`src/rtl/assert_macros.svh`:
```
// Assertion macros shared by the RTL of the servo release sequencer.
// Depends on nothing; files that check their own logic include it by name.
`ifndef ASSERT_MACROS_SVH
`define ASSERT_MACROS_SVH
`ifndef SYNTH
// Property that must hold at every clock edge outside reset.
`define ASSERT_PROP(label, clk, rst_n, prop) \
    label: assert property (@(posedge clk) disable iff (!rst_n) (prop)) \
        else $error("assertion failed");
// Condition that must never be true outside reset.
`define ASSERT_NEVER(label, clk, rst_n, cond) \
    label: assert property (@(posedge clk) disable iff (!rst_n) !(cond)) \
        else $error("forbidden condition seen");
`else
`define ASSERT_PROP(label, clk, rst_n, prop)
`define ASSERT_NEVER(label, clk, rst_n, cond)
`endif
`endif

```
`src/rtl/srs_pkg.sv`:
```
// Package for the servo release sequencer: widths, register indexes,
// reset values and phase codes. Depends on nothing.
package srs_pkg;

    localparam int CFG_IDX_W  = 3;
    localparam int CFG_DATA_W = 23;
    localparam int PULSE_W    = 16;
    localparam int FRAMES_W   = 8;
    localparam int HOLD_W     = 23;
    localparam int LAMP_W     = 20;
    localparam int SERVO_TMR_W = HOLD_W;
    localparam int LAMP_TMR_W  = LAMP_W;

    localparam logic [CFG_IDX_W-1:0] CFG_OPEN_PULSE  = 3'd0;
    localparam logic [CFG_IDX_W-1:0] CFG_CLOSE_PULSE = 3'd1;
    localparam logic [CFG_IDX_W-1:0] CFG_FRAME_GAP   = 3'd2;
    localparam logic [CFG_IDX_W-1:0] CFG_FRAMES      = 3'd3;
    localparam logic [CFG_IDX_W-1:0] CFG_HOLD_TIME   = 3'd4;
    localparam logic [CFG_IDX_W-1:0] CFG_DEBOUNCE    = 3'd5;
    localparam logic [CFG_IDX_W-1:0] CFG_LAMP_ON     = 3'd6;

    localparam logic [PULSE_W-1:0]  RST_OPEN_PULSE  = 16'd1450;
    localparam logic [PULSE_W-1:0]  RST_CLOSE_PULSE = 16'd500;
    localparam logic [PULSE_W-1:0]  RST_FRAME_GAP   = 16'd18550;
    localparam logic [FRAMES_W-1:0] RST_FRAMES      = 8'd250;
    localparam logic [HOLD_W-1:0]   RST_HOLD_TIME   = 23'd5000000;
    localparam logic [PULSE_W-1:0]  RST_DEBOUNCE    = 16'd5000;
    localparam logic [LAMP_W-1:0]   RST_LAMP_ON     = 20'd1000000;

    typedef logic [2:0] servo_phase_t;
    localparam servo_phase_t SP_IDLE       = 3'd0;
    localparam servo_phase_t SP_DEBOUNCE   = 3'd1;
    localparam servo_phase_t SP_OPEN_HIGH  = 3'd2;
    localparam servo_phase_t SP_OPEN_LOW   = 3'd3;
    localparam servo_phase_t SP_HOLD       = 3'd4;
    localparam servo_phase_t SP_CLOSE_HIGH = 3'd5;
    localparam servo_phase_t SP_CLOSE_LOW  = 3'd6;

    typedef logic [1:0] lamp_phase_t;
    localparam lamp_phase_t LP_IDLE     = 2'd0;
    localparam lamp_phase_t LP_DEBOUNCE = 2'd1;
    localparam lamp_phase_t LP_LIT      = 2'd2;

endpackage

```
`src/rtl/servo_release_sequencer_top.sv`:
```
// Servo release sequencer: trigger debounce, open/hold/close servo frames,
// sensor-driven LED timer. Depends on srs_pkg and assert_macros.svh.

// Each input item is one microsecond tick of the trigger and sensor pins and
// produces exactly one result item with the servo level, the LED level and a
// busy flag, all showing the state after that tick. The block takes one item
// per clock: the whole state update is one pass of logic from the state
// registers to the result register, and the result appears in the cycle after
// its item is accepted. The output register lets a new item in while the
// previous result is being taken, so a stall stops input only when a result
// is waiting and the output side is not ready. Configuration writes apply at
// the clock edge where cfg_write is high; write them only while idle.
`include "assert_macros.svh"

module servo_release_sequencer_top (
    input  logic                           clk,
    input  logic                           rst_n,
    input  logic                           cfg_write,
    input  logic [srs_pkg::CFG_IDX_W-1:0]  cfg_index,
    input  logic [srs_pkg::CFG_DATA_W-1:0] cfg_data,
    input  logic                           in_valid,
    output logic                           in_ready,
    input  logic                           trigger_level,
    input  logic                           sensor_level,
    output logic                           out_valid,
    input  logic                           out_ready,
    output logic                           servo_drive,
    output logic                           lamp_drive,
    output logic                           servo_active
);

    logic [srs_pkg::PULSE_W-1:0]  open_pulse_reg;
    logic [srs_pkg::PULSE_W-1:0]  close_pulse_reg;
    logic [srs_pkg::PULSE_W-1:0]  frame_gap_reg;
    logic [srs_pkg::FRAMES_W-1:0] frames_reg;
    logic [srs_pkg::HOLD_W-1:0]   hold_time_reg;
    logic [srs_pkg::PULSE_W-1:0]  debounce_reg;
    logic [srs_pkg::LAMP_W-1:0]   lamp_on_reg;

    srs_pkg::servo_phase_t          servo_phase_reg, servo_phase_next;
    logic [srs_pkg::SERVO_TMR_W-1:0] servo_timer_reg, servo_timer_next;
    logic [srs_pkg::FRAMES_W-1:0]   frame_count_reg, frame_count_next;
    logic                           pending_reg, pending_next;
    logic                           prev_trigger_reg;
    srs_pkg::lamp_phase_t           lamp_phase_reg, lamp_phase_next;
    logic [srs_pkg::LAMP_TMR_W-1:0] lamp_timer_reg, lamp_timer_next;

    logic                           out_valid_reg, out_valid_next;
    logic                           servo_drive_reg;
    logic                           lamp_drive_reg;
    logic                           servo_active_reg;

    logic                           in_fire;
    logic [srs_pkg::SERVO_TMR_W:0]  servo_inc;
    logic [srs_pkg::SERVO_TMR_W:0]  servo_limit;
    logic                           servo_done;
    logic [srs_pkg::FRAMES_W-1:0]   frame_inc;
    logic                           frames_sent;
    logic [srs_pkg::LAMP_TMR_W:0]   lamp_inc;
    logic [srs_pkg::LAMP_TMR_W:0]   lamp_limit;
    logic                           lamp_done;

    assign in_ready  = !out_valid_reg || out_ready;
    assign in_fire   = in_valid && in_ready;
    assign out_valid = out_valid_reg;
    assign servo_drive  = servo_drive_reg;
    assign lamp_drive   = lamp_drive_reg;
    assign servo_active = servo_active_reg;

    always_ff @(posedge clk or negedge rst_n)
    begin
        if (!rst_n)
        begin
            open_pulse_reg  <= srs_pkg::RST_OPEN_PULSE;
            close_pulse_reg <= srs_pkg::RST_CLOSE_PULSE;
            frame_gap_reg   <= srs_pkg::RST_FRAME_GAP;
            frames_reg      <= srs_pkg::RST_FRAMES;
            hold_time_reg   <= srs_pkg::RST_HOLD_TIME;
            debounce_reg    <= srs_pkg::RST_DEBOUNCE;
            lamp_on_reg     <= srs_pkg::RST_LAMP_ON;
        end
        else if (cfg_write)
        begin
            unique case (cfg_index)
                srs_pkg::CFG_OPEN_PULSE:  open_pulse_reg  <= cfg_data[srs_pkg::PULSE_W-1:0];
                srs_pkg::CFG_CLOSE_PULSE: close_pulse_reg <= cfg_data[srs_pkg::PULSE_W-1:0];
                srs_pkg::CFG_FRAME_GAP:   frame_gap_reg   <= cfg_data[srs_pkg::PULSE_W-1:0];
                srs_pkg::CFG_FRAMES:      frames_reg      <= cfg_data[srs_pkg::FRAMES_W-1:0];
                srs_pkg::CFG_HOLD_TIME:   hold_time_reg   <= cfg_data[srs_pkg::HOLD_W-1:0];
                srs_pkg::CFG_DEBOUNCE:    debounce_reg    <= cfg_data[srs_pkg::PULSE_W-1:0];
                srs_pkg::CFG_LAMP_ON:     lamp_on_reg     <= cfg_data[srs_pkg::LAMP_W-1:0];
                default:
                begin
                end
            endcase
        end
    end

    // The servo timer is shared by all timed phases; the limit follows the phase.
    always_comb
    begin
        case (servo_phase_reg) inside
            srs_pkg::SP_DEBOUNCE:   servo_limit = {8'd0, debounce_reg};
            srs_pkg::SP_OPEN_HIGH:  servo_limit = {8'd0, open_pulse_reg};
            srs_pkg::SP_CLOSE_HIGH: servo_limit = {8'd0, close_pulse_reg};
            srs_pkg::SP_OPEN_LOW,
            srs_pkg::SP_CLOSE_LOW:  servo_limit = {8'd0, frame_gap_reg};
            srs_pkg::SP_HOLD:       servo_limit = {1'b0, hold_time_reg};
            default:                servo_limit = '0;
        endcase
        case (lamp_phase_reg)
            srs_pkg::LP_DEBOUNCE: lamp_limit = {5'd0, debounce_reg};
            srs_pkg::LP_LIT:      lamp_limit = {1'b0, lamp_on_reg};
            default:              lamp_limit = '0;
        endcase
    end

    assign servo_inc   = {1'b0, servo_timer_reg} + 24'd1;
    assign servo_done  = servo_inc >= servo_limit;
    assign frame_inc   = frame_count_reg + 8'd1;
    assign frames_sent = frame_inc == frames_reg;
    assign lamp_inc    = {1'b0, lamp_timer_reg} + 21'd1;
    assign lamp_done   = lamp_inc >= lamp_limit;

    always_comb
    begin
        servo_phase_next = servo_phase_reg;
        servo_timer_next = servo_done ? '0 : servo_inc[srs_pkg::SERVO_TMR_W-1:0];
        frame_count_next = frame_count_reg;
        pending_next     = pending_reg || (prev_trigger_reg && !trigger_level);

        unique case (servo_phase_reg)
            srs_pkg::SP_DEBOUNCE:
            begin
                if (servo_done)
                begin
                    if (!trigger_level)
                    begin
                        pending_next     = 1'b0;
                        frame_count_next = '0;
                        servo_phase_next = srs_pkg::SP_OPEN_HIGH;
                    end
                    else
                    begin
                        servo_phase_next = srs_pkg::SP_IDLE;
                    end
                end
            end
            srs_pkg::SP_OPEN_HIGH:
            begin
                if (servo_done)
                begin
                    servo_phase_next = srs_pkg::SP_OPEN_LOW;
                end
            end
            srs_pkg::SP_OPEN_LOW:
            begin
                if (servo_done)
                begin
                    frame_count_next = frame_inc;
                    servo_phase_next = frames_sent ? srs_pkg::SP_HOLD : srs_pkg::SP_OPEN_HIGH;
                end
            end
            srs_pkg::SP_HOLD:
            begin
                if (servo_done)
                begin
                    frame_count_next = '0;
                    servo_phase_next = srs_pkg::SP_CLOSE_HIGH;
                end
            end
            srs_pkg::SP_CLOSE_HIGH:
            begin
                if (servo_done)
                begin
                    servo_phase_next = srs_pkg::SP_CLOSE_LOW;
                end
            end
            srs_pkg::SP_CLOSE_LOW:
            begin
                if (servo_done)
                begin
                    if (frames_sent)
                    begin
                        frame_count_next = '0;
                        servo_phase_next = srs_pkg::SP_IDLE;
                    end
                    else
                    begin
                        frame_count_next = frame_inc;
                        servo_phase_next = srs_pkg::SP_CLOSE_HIGH;
                    end
                end
            end
            default:
            begin
                servo_timer_next = servo_timer_reg;
                servo_phase_next = srs_pkg::SP_IDLE;
                if (pending_next && !trigger_level)
                begin
                    servo_timer_next = '0;
                    servo_phase_next = srs_pkg::SP_DEBOUNCE;
                end
            end
        endcase
    end

    // The lamp only advances on ticks that leave the servo sequencer idle.
    always_comb
    begin
        lamp_phase_next = lamp_phase_reg;
        lamp_timer_next = lamp_timer_reg;
        if (servo_phase_next == srs_pkg::SP_IDLE)
        begin
            lamp_timer_next = lamp_done ? '0 : lamp_inc[srs_pkg::LAMP_TMR_W-1:0];
            unique case (lamp_phase_reg)
                srs_pkg::LP_DEBOUNCE:
                begin
                    if (lamp_done)
                    begin
                        lamp_phase_next = sensor_level ? srs_pkg::LP_IDLE : srs_pkg::LP_LIT;
                    end
                end
                srs_pkg::LP_LIT:
                begin
                    if (lamp_done)
                    begin
                        lamp_phase_next = srs_pkg::LP_IDLE;
                    end
                end
                default:
                begin
                    lamp_timer_next = lamp_timer_reg;
                    lamp_phase_next = srs_pkg::LP_IDLE;
                    if (!sensor_level)
                    begin
                        lamp_timer_next = '0;
                        lamp_phase_next = srs_pkg::LP_DEBOUNCE;
                    end
                end
            endcase
        end
    end

    assign out_valid_next = in_fire || (out_valid_reg && !out_ready);

    always_ff @(posedge clk or negedge rst_n)
    begin
        if (!rst_n)
        begin
            servo_phase_reg  <= srs_pkg::SP_IDLE;
            servo_timer_reg  <= '0;
            frame_count_reg  <= '0;
            pending_reg      <= 1'b0;
            prev_trigger_reg <= 1'b1;
            lamp_phase_reg   <= srs_pkg::LP_IDLE;
            lamp_timer_reg   <= '0;
            out_valid_reg    <= 1'b0;
        end
        else
        begin
            out_valid_reg <= out_valid_next;
            if (in_fire)
            begin
                servo_phase_reg  <= servo_phase_next;
                servo_timer_reg  <= servo_timer_next;
                frame_count_reg  <= frame_count_next;
                pending_reg      <= pending_next;
                prev_trigger_reg <= trigger_level;
                lamp_phase_reg   <= lamp_phase_next;
                lamp_timer_reg   <= lamp_timer_next;
            end
        end
    end

    always_ff @(posedge clk)
    begin
        if (in_fire)
        begin
            servo_drive_reg  <= (servo_phase_next == srs_pkg::SP_OPEN_HIGH)
                             || (servo_phase_next == srs_pkg::SP_CLOSE_HIGH);
            lamp_drive_reg   <= lamp_phase_next == srs_pkg::LP_LIT;
            servo_active_reg <= servo_phase_next != srs_pkg::SP_IDLE;
        end
    end

    `ASSERT_NEVER(a_drive_needs_active, clk, rst_n,
        out_valid_reg && servo_drive_reg && !servo_active_reg)
    `ASSERT_PROP(a_lamp_frozen_when_busy, clk, rst_n,
        !$stable(lamp_phase_reg) |-> (servo_phase_reg == srs_pkg::SP_IDLE))
    `ASSERT_PROP(a_idle_exits_to_debounce, clk, rst_n,
        (in_fire && servo_phase_reg == srs_pkg::SP_IDLE)
        |=> (servo_phase_reg == srs_pkg::SP_IDLE || servo_phase_reg == srs_pkg::SP_DEBOUNCE))
    `ASSERT_PROP(a_state_holds_without_item, clk, rst_n,
        !in_fire |=> ($stable(servo_phase_reg) && $stable(lamp_phase_reg)
                      && $stable(servo_timer_reg)))

endmodule
```
`config.mk`:
```
export PLATFORM = sky130hd
export DESIGN_NAME = servo_release_sequencer_top
export DESIGN_NICKNAME = d
export VERILOG_FILES = /design/src/rtl/srs_pkg.sv /design/src/rtl/servo_release_sequencer_top.sv
export VERILOG_INCLUDE_DIRS = /design/src /design/src/rtl
export SDC_FILE = /design/constraint.sdc
export NUM_CORES = 1
export LEC_CHECK = 0
export ABC_CLOCK_PERIOD_IN_PS = 11180
export BUFFER_PORTS_ARGS = -buffer_cell sky130_fd_sc_hd__buf_2
export CAP_MARGIN = 20
export CORE_MARGIN = 10
export CORE_UTILIZATION = 49
export CTS_CLUSTER_SIZE = 30
export DETAILED_ROUTE_END_ITERATION = 6
export PLACE_DENSITY = 0.66
export SLEW_MARGIN = 20
export SYNTH_ARGS = -nofsm -noshare
export SYNTH_HDL_FRONTEND = slang
export SYNTH_SLANG_ARGS = --single-unit
```
`constraint.sdc`:
```
create_clock -name clk -period 11.18 [get_ports clk]
set_input_delay 0.559 -clock clk [delete_from_list [all_inputs] [get_ports clk]]
set_output_delay 0.559 -clock clk [all_outputs]
set_load 0.03 [all_outputs]
```
After elaboration in Yosys (flattened, before gate mapping):

Cells that the tools add are included.

* add/subtract/negate cells: 3
* $lt $le $gt $ge: 2
* equal/unequal tests: 24
* multiplexer cells: 39
* reduce and logical (&&, ||, !) cells: 29

Operators with widths (count)
* two-way mux 23 bit: 8
* two-way mux 20 bit: 3
* two-way mux 8 bit: 6
* one-hot mux 20 bit (2 select lines): 1
* one-hot mux 8 bit (4 select lines): 1
* adder 23 x 1 -> 24 bit (second input constant): 1
* >= comparator 24 bit: 1
* two-way mux 3 bit: 8
* adder 20 x 1 -> 21 bit (second input constant): 1
* equality test 3 bit (second input constant): 7
* >= comparator 21 bit: 1
* one-hot mux 3 bit (6 select lines): 1
* AND reduction 2 bit: 8
* equality test 3 x 2 -> 1 bit (second input constant): 5
* inequality test 2 bit (second input constant): 6
* two-way mux 2 bit: 5
* adder 8 x 1 -> 8 bit (second input constant): 1
* equality test 8 bit: 1
* AND reduction 7 bit: 1
* equality test 3 x 1 -> 1 bit (second input constant): 2
* zero test 3 bit: 2
* OR reduction 6 bit: 1
* two-way mux 1 bit: 5
* equality test 2 bit (second input constant): 2
* other kinds (10): 19

* register bits after elaboration: 177
* bits of input ports: 33
* output and inout port bits: 5

Longest topological paths before layout:

Gate-level depths: netlist of run 1.

* word-level depth: 12
* gate-level depth with buffers: 20
* gate-level depth less buffers: 18

Least setup slack after synthesis of run 1:

OpenSTA, ideal clock, no wires.

* path type: register to register
* start: register servo_timer_reg[2] in the netlist's numbering
* end: register lamp_timer_reg[1] in the netlist's numbering
* library setup time: 0.095 ns
* data arrival time: 4.385 ns
* data required time: 11.085 ns
* setup slack: 6.699 ns
* stages on the path, launching flop included: 18
* clock period less this slack: 4.481 ns
* path through: dfrtp_1 -> nand3_2 -> or4_4 -> or3_1 -> buf_2 -> nor2_1 -> xor2_1 -> ha_1 -> a21o_1 -> a221oi_1 -> o311ai_4 -> o31a_1 -> o31ai_1 -> nand4bb_1 -> buf_2 -> clkbuf_1 -> nand2_1 -> o31ai_1

* cells in the longest elaborated chain, start to end: 6
* elaborated cells on any way between the ends: 11
* classes of those cells: 1 x add/sub; 1 x order compare; 7 x mux; 2 x reduce/logical

Ends and longest elaborated chain
* start, declared: line servo_release_sequencer_top.sv:41 `logic [srs_pkg::SERVO_TMR_W-1:0] servo_timer_reg, servo_timer_next;`
* start signal, assigned: line servo_release_sequencer_top.sv:266 `servo_timer_reg <= servo_timer_next;`
* adder 23 x 1 -> 24 bit (*): line servo_release_sequencer_top.sv:118 `assign servo_inc = {1'b0, servo_timer_reg} + 24'd1;`
* >= comparator 24 bit (*): line servo_release_sequencer_top.sv:119 `assign servo_done = servo_inc >= servo_limit;`
* two-way mux 3 bit (tied with other cells): line servo_release_sequencer_top.sv:181 `if (servo_done)`
* one-hot mux 3 bit (6 select lines) (*): line servo_release_sequencer_top.sv:132 `unique case (servo_phase_reg)`
* zero test 3 bit (*): line servo_release_sequencer_top.sv:213 `if (servo_phase_next == srs_pkg::SP_IDLE)`
* AND reduction 3 bit (no line) (*)
* end signal, assigned: line servo_release_sequencer_top.sv:271 `lamp_timer_reg <= lamp_timer_next;`
* end, declared: line servo_release_sequencer_top.sv:46 `logic [srs_pkg::LAMP_TMR_W-1:0] lamp_timer_reg, lamp_timer_next;`

Every way passes the cells marked *; elsewhere a longest branch is shown, timed or not.
A chain may end at the register's enable or synchronous reset.

Worst setup path after layout of run 1:

* start: register servo_phase_reg[0]
* end: register lamp_timer_reg[2] in the netlist's numbering

* cells in the longest elaborated chain, start to end: 11
* elaborated cells on any way between the ends: 22
* classes of those cells: 1 x order compare; 6 x eq/ne; 12 x mux; 3 x reduce/logical

Ends and longest elaborated chain
* start, declared: line servo_release_sequencer_top.sv:40 `srs_pkg::servo_phase_t servo_phase_reg, servo_phase_next;`
* start signal, assigned: line servo_release_sequencer_top.sv:251 `servo_phase_reg <= srs_pkg::SP_IDLE;`
* start signal, assigned: line servo_release_sequencer_top.sv:265 `servo_phase_reg <= servo_phase_next;`
* equality test 3 bit / equality test 3 x 2 -> 1 bit (equally long branches): line servo_release_sequencer_top.sv:132
* two-way mux 23 bit / OR reduction 2 bit (equally long branches): line servo_release_sequencer_top.sv:102 `case (servo_phase_reg) inside`
* two-way mux 23 bit (4 in series): line servo_release_sequencer_top.sv:102
* >= comparator 24 bit: line servo_release_sequencer_top.sv:119
* two-way mux 3 bit (tied with other cells): line servo_release_sequencer_top.sv:181
* one-hot mux 3 bit (6 select lines) (*): line servo_release_sequencer_top.sv:132
* zero test 3 bit (*): line servo_release_sequencer_top.sv:213
* AND reduction 3 bit (no line) (*)

Marked as above.

==> flow_summary.json, run 1 <==
{
  "status": "finished, final reports clean",
  "ys_ff_latch": 177,
  "whs_ns": 0.04599,
  "p_leak_nw": 4.662,
  "initial_core_util": 0.4948,
  "vias": 7171,
  "routabilityCongestion": 0.8748,
  "fin_tns_setup_ns": 0,
  "cts-root-buf": "clkbuf_16",
  "critical_path.max_stage_delay_ns": 0.80,
  "yosys.area.top_type": "dfrtp_1",
  "startpoint": "servo_phase_reg[0]",
  "grt_pass1_vias": 7131,
  "met1_usage": 0.2449,
  "die_h_um": 162.5,
  "drt-pass1-iter-count": 5,
  "die-area_um2": 26400,
  "final-hold-violation-count": 0,
  "fin_crit_ns": 5.680,
  "path_class": "flop to flop",
  "nets": 1032,
  "p_switching_mw": 0.7843,
  "max-cap-violations": 0,
  "relSlewSlack": 0.2504,
  "synth_async_sr_flop_share": 0.9831,
  "period_share": 0.5081,
  "synthesis.nets": 1007,
  "wirelength_mm": 22.86,
  "worst_slew_pin_slew_ns": 1.120,
  "pin_count": 38,
  "power_frac_seq": 0.398,
  "reg2reg_from": "servo_phase_reg[0]",
  "antenna_found_initial": 0,
  "die_x_um": 162.5,
  "internal_power_mw": 1.421,
  "wl_per_cell_um": 18.53,
  "synth_ff_type": "dfrtp_1",
  "min_path_type": "primary input to async pin",
  "grt_pass1_wl_mm": 38.05,
  "max_freq_mhz": 176.1,
  "cts-hold-fix-buffers": 0,
  "cts_buffer_depth": 2,
  "p_clk_frac": 0.269,
  "syn_area_um2": 9947,
  "htree_levels": 4,
  "io_buffers": 37,
  "syn_inst": 926,
  "slew_viol_final": 0,
  "rsz0062_at_grt": "false",
  "crit_required_ns": 11.51,
  "dp_hpwl_mm": 16.14,
  "yosysMostFrequentCell": "dfrtp_1",
  "final_antenna_net_count": 0,
  "grt.total_usage": 0.1787,
  "cpMaxStageDelayCell": "nor2_1",
  "crit_fanout": 35,
  "fillers": 1783,
  "cts_tree": "done",
  "synth_top_area_frac": 0.3220,
  "rows": 52,
  "grt_util_met2": 0.2843,
  "path_cells": "buf_4, clkinv_1, nand2_1, nor2_1, a221oi_1, ha_1, a21o_1, a2111oi_0, o22ai_1, o211a_1, o31ai_1, nand4bb_1, buf_4, or2_1, o21ai_1",
  "finalSetupViolations": 0,
  "p_sw_frac": 0.3557,
  "busiest_layer": "met2",
  "skew_ns": 0.006412,
  "synth_cell_types": 63,
  "p_comb_frac": 0.333,
  "path_clk_slew_ns": 0.07,
  "critPathBufInv": 3,
  "arrival_ns": 6.01,
  "end_kind": "flop",
  "cts_resized": 0,
  "fin_area_um2": 11010,
  "yosysSeqAreaShare": 0.4526,
  "yosysWarnings": 0,
  "ir_worst_vdd_mv": 0.1225,
  "power.density_nw_per_um2": 200.3,
  "clk_latency_ns": 0.44,
  "critical_path.most_common_cell": "buf_4",
  "overflow": 0,
  "synth-edff-count": 3,
  "synthTopCellsByArea": "dfrtp_1, mux2_2, dfstp_2, ha_1, nand2_1",
  "core_um2": 20100,
  "drt_iter0_drc": 465,
  "cts_inserted_buffers": 17,
  "num_antenna_cells": 0,
  "drive_above_1_share": 0.2977,
  "area_growth_pct": 10.64,
  "remaining_drc_errors": 0,
  "synth_common_cells": "dfrtp_1, mux2_2, nand2_1",
  "startpoint_type": "flop",
  "clkSinkCount": 177,
  "cts_setup_buffers": 0,
  "place_area_um2": 10430,
  "use_met3": 0.02755,
  "crit_family": "compound AO/OA/AOI/OAI gates",
  "vias_per_cell": 5.811,
  "synth.avg_cell_area_um2": 10.74,
  "grt_max_degree": 65
}
[cell families (layout without fill, tap and decap cells)]
logic type | Yosys count | after routing | share of synthesized area
compound gates | 191 | 191 | 0.1316
xor+xnor | 53 | 53 | 0.04667
fa+ha+maj | 49 | 49 | 0.06138
buf+inv | 56 | 94 | 0.02226
flops | 177 | 177 | 0.4526
mux | 140 | 140 | 0.1567
simple gates | 260 | 260 | 0.1288
[cell type report]
cell class | instances | area [µm²] | share of cell area
clock inverters | 15 | 152.6 | 0.01387
clock buffers | 17 | 425.4 | 0.03865
multi-input cells | 693 | 5254 | 0.4774
repair buffers | 50 | 289.0 | 0.02626
flip-flops and latches | 177 | 4502 | 0.4090
well taps | 270 | 337.8 | 0.03070
inverters | 12 | 45.04 | 0.004093
[per-layer routing]
layer,share of wire,wire length (µm)
met1,0.48,11090
met2,0.47,10790
met5,0,0
met4,0.015,341
met3,0.028,639
[stage by stage]
step	setup WS (ns)	total power, mW	util	instances
floorplan	6.699	1.407	-	926
global placement	5.705	1.606	0.5187	1202
detailed placement	5.576	1.618	0.5187	1202
CTS	5.561	2.217	0.5474	1234
global route	5.099	2.343	0.5474	1234
finish	5.500	2.205	0.5474	1234
[cell usage in the layout (no fill, tap or decap), types with 20 or more instances in the layout]
cell type and count:
buf_2 36, dfrtp_1 128, dfstp_2 46, ha_1 48
mux2_2 126, nand2_1 99, nand2b_1 21, nand3_1 21
nor2_1 45, o21ai_0 62, xnor2_1 33, xor2_1 20
[power groups by stage]
| stage | sequential, mW | clock (mW) | combinational [mW] |
|---|---|---|---|
| finish | 0.878 | 0.592 | 0.734 |
| global route | 0.895 | 0.632 | 0.817 |
| CTS | 0.878 | 0.606 | 0.734 |
| detailed placement | 0.888 | 0 | 0.730 |
| global placement | 0.885 | 0 | 0.721 |
| floorplan | 0.851 | 0 | 0.556 |
[path summary, 6_finish.rpt]
check,endpoint,slack [ns],cells after the start
setup / recovery,lamp_timer_reg[2],5.50,15
hold reg to reg,prev_trigger_reg,0.47,2
min in group clk,out_valid,0.32,2
setup reg to reg,lamp_timer_reg[2],5.50,15
hold / removal,servo_timer_reg[17],0.05,1
max in group asynchronous,servo_phase_reg[1],9.92,2
(Power assumes the default switching activity.)
==> run 2, diff against run 1 <==
--- a/config.mk
+++ b/config.mk
@@ -6,14 +6,14 @@
 export SDC_FILE = /design/constraint.sdc
 export NUM_CORES = 1
 export LEC_CHECK = 0
-export ABC_CLOCK_PERIOD_IN_PS = 11180
+export ABC_CLOCK_PERIOD_IN_PS = 5100
 export BUFFER_PORTS_ARGS = -buffer_cell sky130_fd_sc_hd__buf_2
 export CAP_MARGIN = 20
 export CORE_MARGIN = 10
 export CORE_UTILIZATION = 49
 export CTS_CLUSTER_SIZE = 30
 export DETAILED_ROUTE_END_ITERATION = 6
-export PLACE_DENSITY = 0.66
+export PLACE_DENSITY = 0.68
 export SLEW_MARGIN = 20
 export SYNTH_ARGS = -nofsm -noshare
 export SYNTH_HDL_FRONTEND = slang
==> constraint.sdc (replaced) <==
create_clock -name clk -period 5.1 [get_ports clk]
set_input_delay 0.255 -clock clk [delete_from_list [all_inputs] [get_ports clk]]
set_output_delay 0.255 -clock clk [all_outputs]
set_load 0.03 [all_outputs]
==> flow_summary.json, run 2 (same netlist as run 1, synthesis figures left out) <==
{
  "status": "finished, violations left",
  "violations": "negative hold slack",
  "cts-root-buf": "clkbuf_16",
  "nets": 1043,
  "pre_cts_ws_ns": 0.1087,
  "die_x_um": 162.5,
  "final_antenna_net_count": 0,
  "rsz0062_at_grt": "false",
  "drt_iter0_drc": 464,
  "crit_fanout": 34,
  "worst_slew_pin_slew_ns": 0.9745,
  "grt_pass1_vias": 7326,
  "drive_above_1_share": 0.3026,
  "grt.total_usage": 0.1766,
  "cts-hold-fix-buffers": 0,
  "wirelength_mm": 22.70,
  "num_antenna_cells": 0,
  "die-area_um2": 26400,
  "fin_crit_ns": 4.796,
  "io_buffers": 37,
  "relSlewSlack": 0.3503,
  "internal_power_mw": 3.134,
  "routabilityCongestion": 0.8610,
  "p_sw_frac": 0.3487,
  "vias_per_cell": 5.695,
  "max_freq_mhz": 208.5,
  "p_clk_frac": 0.246,
  "finalSetupViolations": 0,
  "die_h_um": 162.5,
  "startpoint_type": "flop",
  "p_leak_nw": 4.694,
  "crit_required_ns": 5.44,
  "p_switching_mw": 1.678,
  "min_path_type": "primary input to async pin",
  "vias": 7090,
  "fin_tns_setup_ns": 0,
  "power_frac_seq": 0.395,
  "cts_buffer_depth": 2,
  "dp_hpwl_mm": 15.88,
  "ir_worst_vdd_mv": 0.2398,
  "setup_slack_ns": 0.3040,
  "overflow": 0,
  "clkSinkCount": 177,
  "cts_tree": "done",
  "remaining_drc_errors": 0,
  "pin_count": 38,
  "slew_viol_final": 0,
  "end_kind": "flop",
  "arrival_ns": 5.13,
  "grt_pass1_wl_mm": 38.14,
  "final_common_cell": "dfrtp_1",
  "drt-pass1-iter-count": 6,
  "max-cap-violations": 0,
  "rows": 52,
  "antenna_found_initial": 1,
  "grt_max_degree": 175,
  "initial_core_util": 0.4948,
  "htree_levels": 4,
  "p_comb_frac": 0.359,
  "area_growth_pct": 11.28,
  "whs_ns": -0.06479,
  "clk_latency_ns": 0.43,
  "cts_inserted_buffers": 17,
  "wl_per_cell_um": 18.24,
  "fillers": 1740,
  "path_clk_slew_ns": 0.07,
  "period_share": 0.9404,
  "core_um2": 20100,
  "most-common-layout-cells": "dfrtp_1, mux2_2, nand2_1, o21ai_0, ha_1",
  "cts_setup_buffers": 0,
  "power.density_nw_per_um2": 434.7,
  "skew_ns": 0.01104,
  "path_class": "flop to flop",
  "final-hold-violation-count": 21
}
[run 2: changes by cell type in the layout (fill, tap and decap cells not counted), moves of 2 or more]
cell / before / now
inv_6: 4 / 0
inv_8: 3 / 0
buf_4: 13 / 22
clkinv_2: 1 / 3
clkbuf_1: 0 / 5
[run 2: worst max-delay path, stage by stage (launching register included)]
cell       delay [ns]
dfrtp_1          0.44
nand3_2          0.18
or4_4            0.60
or3_1            0.54
nor2_1           0.18
xor2_1           0.21
ha_1             0.27
nand3_1          0.13
nor4_1           0.10
a221oi_1         0.40
o311ai_4         0.24
o31a_1           0.38
o31ai_4          0.32
nand4bb_1        0.22
buf_6            0.25
o21ai_0          0.15
o31ai_2          0.08
[run 2: timing repair]
action | 4_1_cts | 5_1_grt
endpoints found under the setup margin | 0 | 21
resized for setup | 0 | 5
hold endpoints to repair | 0 | 0
[run 2: final timing paths]
kind	startpoint	end	slack, ns	cells after the start
max reg2reg	servo_timer_reg[2]	lamp_timer_reg[7]	0.30	16
min reg2reg	prev_trigger_reg	prev_trigger_reg	0.47	2
min in group clk	in_valid	out_valid	0.03	2
max in group asynchronous	rst_n	close_pulse_reg[0]	4.42	2
min	rst_n	servo_timer_reg[17]	-0.06	2
max	servo_timer_reg[2]	lamp_timer_reg[7]	0.30	16
[run 2: area by class of cell]
cell class | count | area, µm² | area share
inverter | 12 | 45.04 | 0.004069
timing repair buffer | 61 | 387.9 | 0.03504
tap | 270 | 337.8 | 0.03052
clock buffer | 23 | 457.9 | 0.04137
clock inverter | 9 | 62.56 | 0.005652
multi-input combinational | 693 | 5276 | 0.4767
sequential | 177 | 4502 | 0.4067
[run 2: through the flow]
stage          hold slack (ns)  power [mW]    util  instance area, µm²  instances
2_1_floorplan         -0.04059       3.084       -                9947        926
3_3_place_gp            0.4569       3.580  0.5234               10520       1213
3_5_place_dp            0.4599       3.621  0.5234               10520       1213
4_1_cts                0.02384       4.816  0.5493               11040       1245
5_1_grt                0.02789       5.136  0.5506               11070       1245
6_report              -0.06479       4.812  0.5506               11070       1245
[run 2: power by group through the flow]
stage          registers, mW  logic (mW)  clock network [mW]
5_1_grt                 1.93        1.93                1.27
3_5_place_dp            1.92        1.70                   0
6_report                1.90        1.73                1.18
3_3_place_gp            1.91        1.67                   0
2_1_floorplan           1.86        1.22                   0
4_1_cts                 1.90        1.71                1.21
[run 2: metal layers]
layer  vias up  wire (µm)  global-route usage
li1       3437          -                   -
met1      3500      10830              0.2398
met2       129      10650              0.2832
met3        22        914             0.03210
met4         2        297             0.04880
met5         -         13                   0
==> run 3, diff against run 2 <==
--- a/config.mk
+++ b/config.mk
@@ -9,6 +9,7 @@
 export ABC_CLOCK_PERIOD_IN_PS = 5100
 export BUFFER_PORTS_ARGS = -buffer_cell sky130_fd_sc_hd__buf_2
 export CAP_MARGIN = 20
+export CORE_ASPECT_RATIO = 0.9
 export CORE_MARGIN = 10
 export CORE_UTILIZATION = 49
 export CTS_CLUSTER_SIZE = 30
==> flow_summary.json, run 3 (same netlist as run 1, synthesis figures left out) <==
{
  "area_growth_pct": 12.89,
  "final_antenna_net_count": 0,
  "remaining_drc_errors": 0,
  "nets": 1053,
  "cp_num_cells": 16,
  "period_share": 0.9189,
  "die-area_um2": 26410,
  "cts_tree": "done",
  "wirelength_mm": 23.30,
  "min_path_type": "primary input to flop",
  "htree_levels": 4,
  "slew_viol_final": 0,
  "crit_fanout": 8,
  "max-cap-violations": 0,
  "pin_count": 38,
  "die_h_um": 155.2,
  "startpoint_type": "flop",
  "crit_family": "simple AND/OR/NAND/NOR gates",
  "cpMaxStageDelayCell": "or4_4",
  "p_total_mw": 5.098,
  "clkSinkCount": 177,
  "drt-pass1-iter-count": 5,
  "clk_latency_ns": 0.44,
  "finalSetupViolations": 0,
  "grt.total_usage": 0.1823,
  "setup_slack_ns": 0.4135,
  "final-hold-violation-count": 0,
  "p_leak_nw": 4.789,
  "critical_path.max_stage_delay_ns": 0.59,
  "r2r_cells": 16,
  "initial_core_util": 0.4977,
  "min_from": "in_valid",
  "path_cells": "nand3_2, or4_4, or3_1, nor2_1, xor2_1, ha_1, nand4_1, nor4_2, o211ai_1, o22ai_2, o211a_1, o31ai_1, buf_4, nor3b_4, o21ai_0, a32o_1",
  "num_antenna_cells": 0,
  "crit_required_ns": 5.29,
  "most-common-layout-cells": "dfrtp_1, mux2_2, nand2_1, o21ai_0, ha_1",
  "grt_pass1_wl_mm": 38.55,
  "skew_ns": 0.01087,
  "fillers": 1733,
  "die_x_um": 170.2,
  "min_delay_path_depth": 2,
  "dp_hpwl_mm": 16.71,
  "antenna_found_initial": 0,
  "drive_above_1_share": 0.3137,
  "overflow": 0,
  "fin_tns_setup_ns": 0,
  "rsz0062_at_grt": "false",
  "ir_worst_vdd_mv": 0.2399,
  "reg2reg_from": "servo_timer_reg[2]",
  "drt_iter0_drc": 460,
  "power.density_nw_per_um2": 454.0,
  "cts-root-buf": "clkbuf_16",
  "arrival_ns": 4.88,
  "relSlewSlack": 0.3814,
  "vias_per_cell": 5.875,
  "rows": 49,
  "final_common_cell": "dfrtp_1",
  "routabilityCongestion": 0.8879,
  "grt_max_degree": 100,
  "path_clk_slew_ns": 0.07,
  "end_kind": "flop",
  "core_um2": 19990,
  "io_buffers": 37,
  "fin_area_um2": 11230,
  "cts_inserted_buffers": 17,
  "status": "finished, final reports clean",
  "grt_pass1_vias": 7103,
  "wl_per_cell_um": 18.79,
  "vias": 7285,
  "fin_crit_ns": 4.687,
  "cts_buffer_depth": 2,
  "critPathBufInv": 1,
  "max_freq_mhz": 213.4,
  "worst_slew_pin_slew_ns": 0.9279,
  "place_area_um2": 10540,
  "startpoint": "servo_timer_reg[2]",
  "path_class": "flop to flop",
  "pre_cts_ws_ns": 0.2019
}
## run 3: cell count changes in the layout (fill, tap and decap cells not counted), sizes merged
cell,delta
dlygate4sd3,+1
clkinvlp,-1
bufinv,+3
clkbuf,-1
inv,+2
clkinv,-3
buf,+9
## run 3: final cells by class
cell class	instances	area (µm²)	area share
Clock buffer	22	485.5	0.04323
Clock inverter	10	147.6	0.01315
Inverter	12	45.04	0.004011
Multi-Input combinational cell	693	5281	0.4703
Sequential cell	177	4502	0.4009
Tap cell	255	319.1	0.02841
Timing Repair Buffer	71	449.2	0.04000
## run 3: layer usage
layer | GRT usage | up-vias | wire length [µm]
met5 | 0 | - | 0
met4 | 0.05259 | 0 | 335
met3 | 0.03997 | 26 | 1045
met2 | 0.2684 | 153 | 10290
met1 | 0.2620 | 3639 | 11640
li1 | - | 3467 | -
## run 3: repair_timing
| item | CTS | global route |
|---|---|---|
| setup buffers | 0 | 2 |
| hold endpoints to repair | 76 | 0 |
| hold buffers | 1 | 0 |
| gates resized for setup | 0 | 5 |
| setup endpoints to repair | 0 | 26 |
## run 3: where the power goes
group          internal (mW)  total (mW)  switching [mW]
Sequential              1.72        1.89           0.177
Clock                  0.831        1.41           0.579
Combinational          0.801        1.79           0.993
Total                   3.35        5.10            1.75
## run 3: path summary, 6_finish.rpt
kind	end	slack [ns]
worst max-delay path	lamp_drive	0.41
worst min-delay path	out_valid	0.03
worst max register to register	lamp_drive	0.41
worst min register to register	prev_trigger_reg	0.48
max in group asynchronous	hold_time_reg[9]	3.53
min in group asynchronous	frame_count_reg[4]	0.46
## run 3: through the flow
step / util / cells / hold slack (ns)
4_1_cts: 0.5597 / 1238 / 0.01456
3_3_place_gp: 0.5275 / 1205 / 0.4327
6_report: 0.5619 / 1240 / 0.02620
2_1_floorplan: - / 926 / -0.04059
3_5_place_dp: 0.5275 / 1205 / 0.4328
5_1_grt: 0.5619 / 1240 / 0.03030
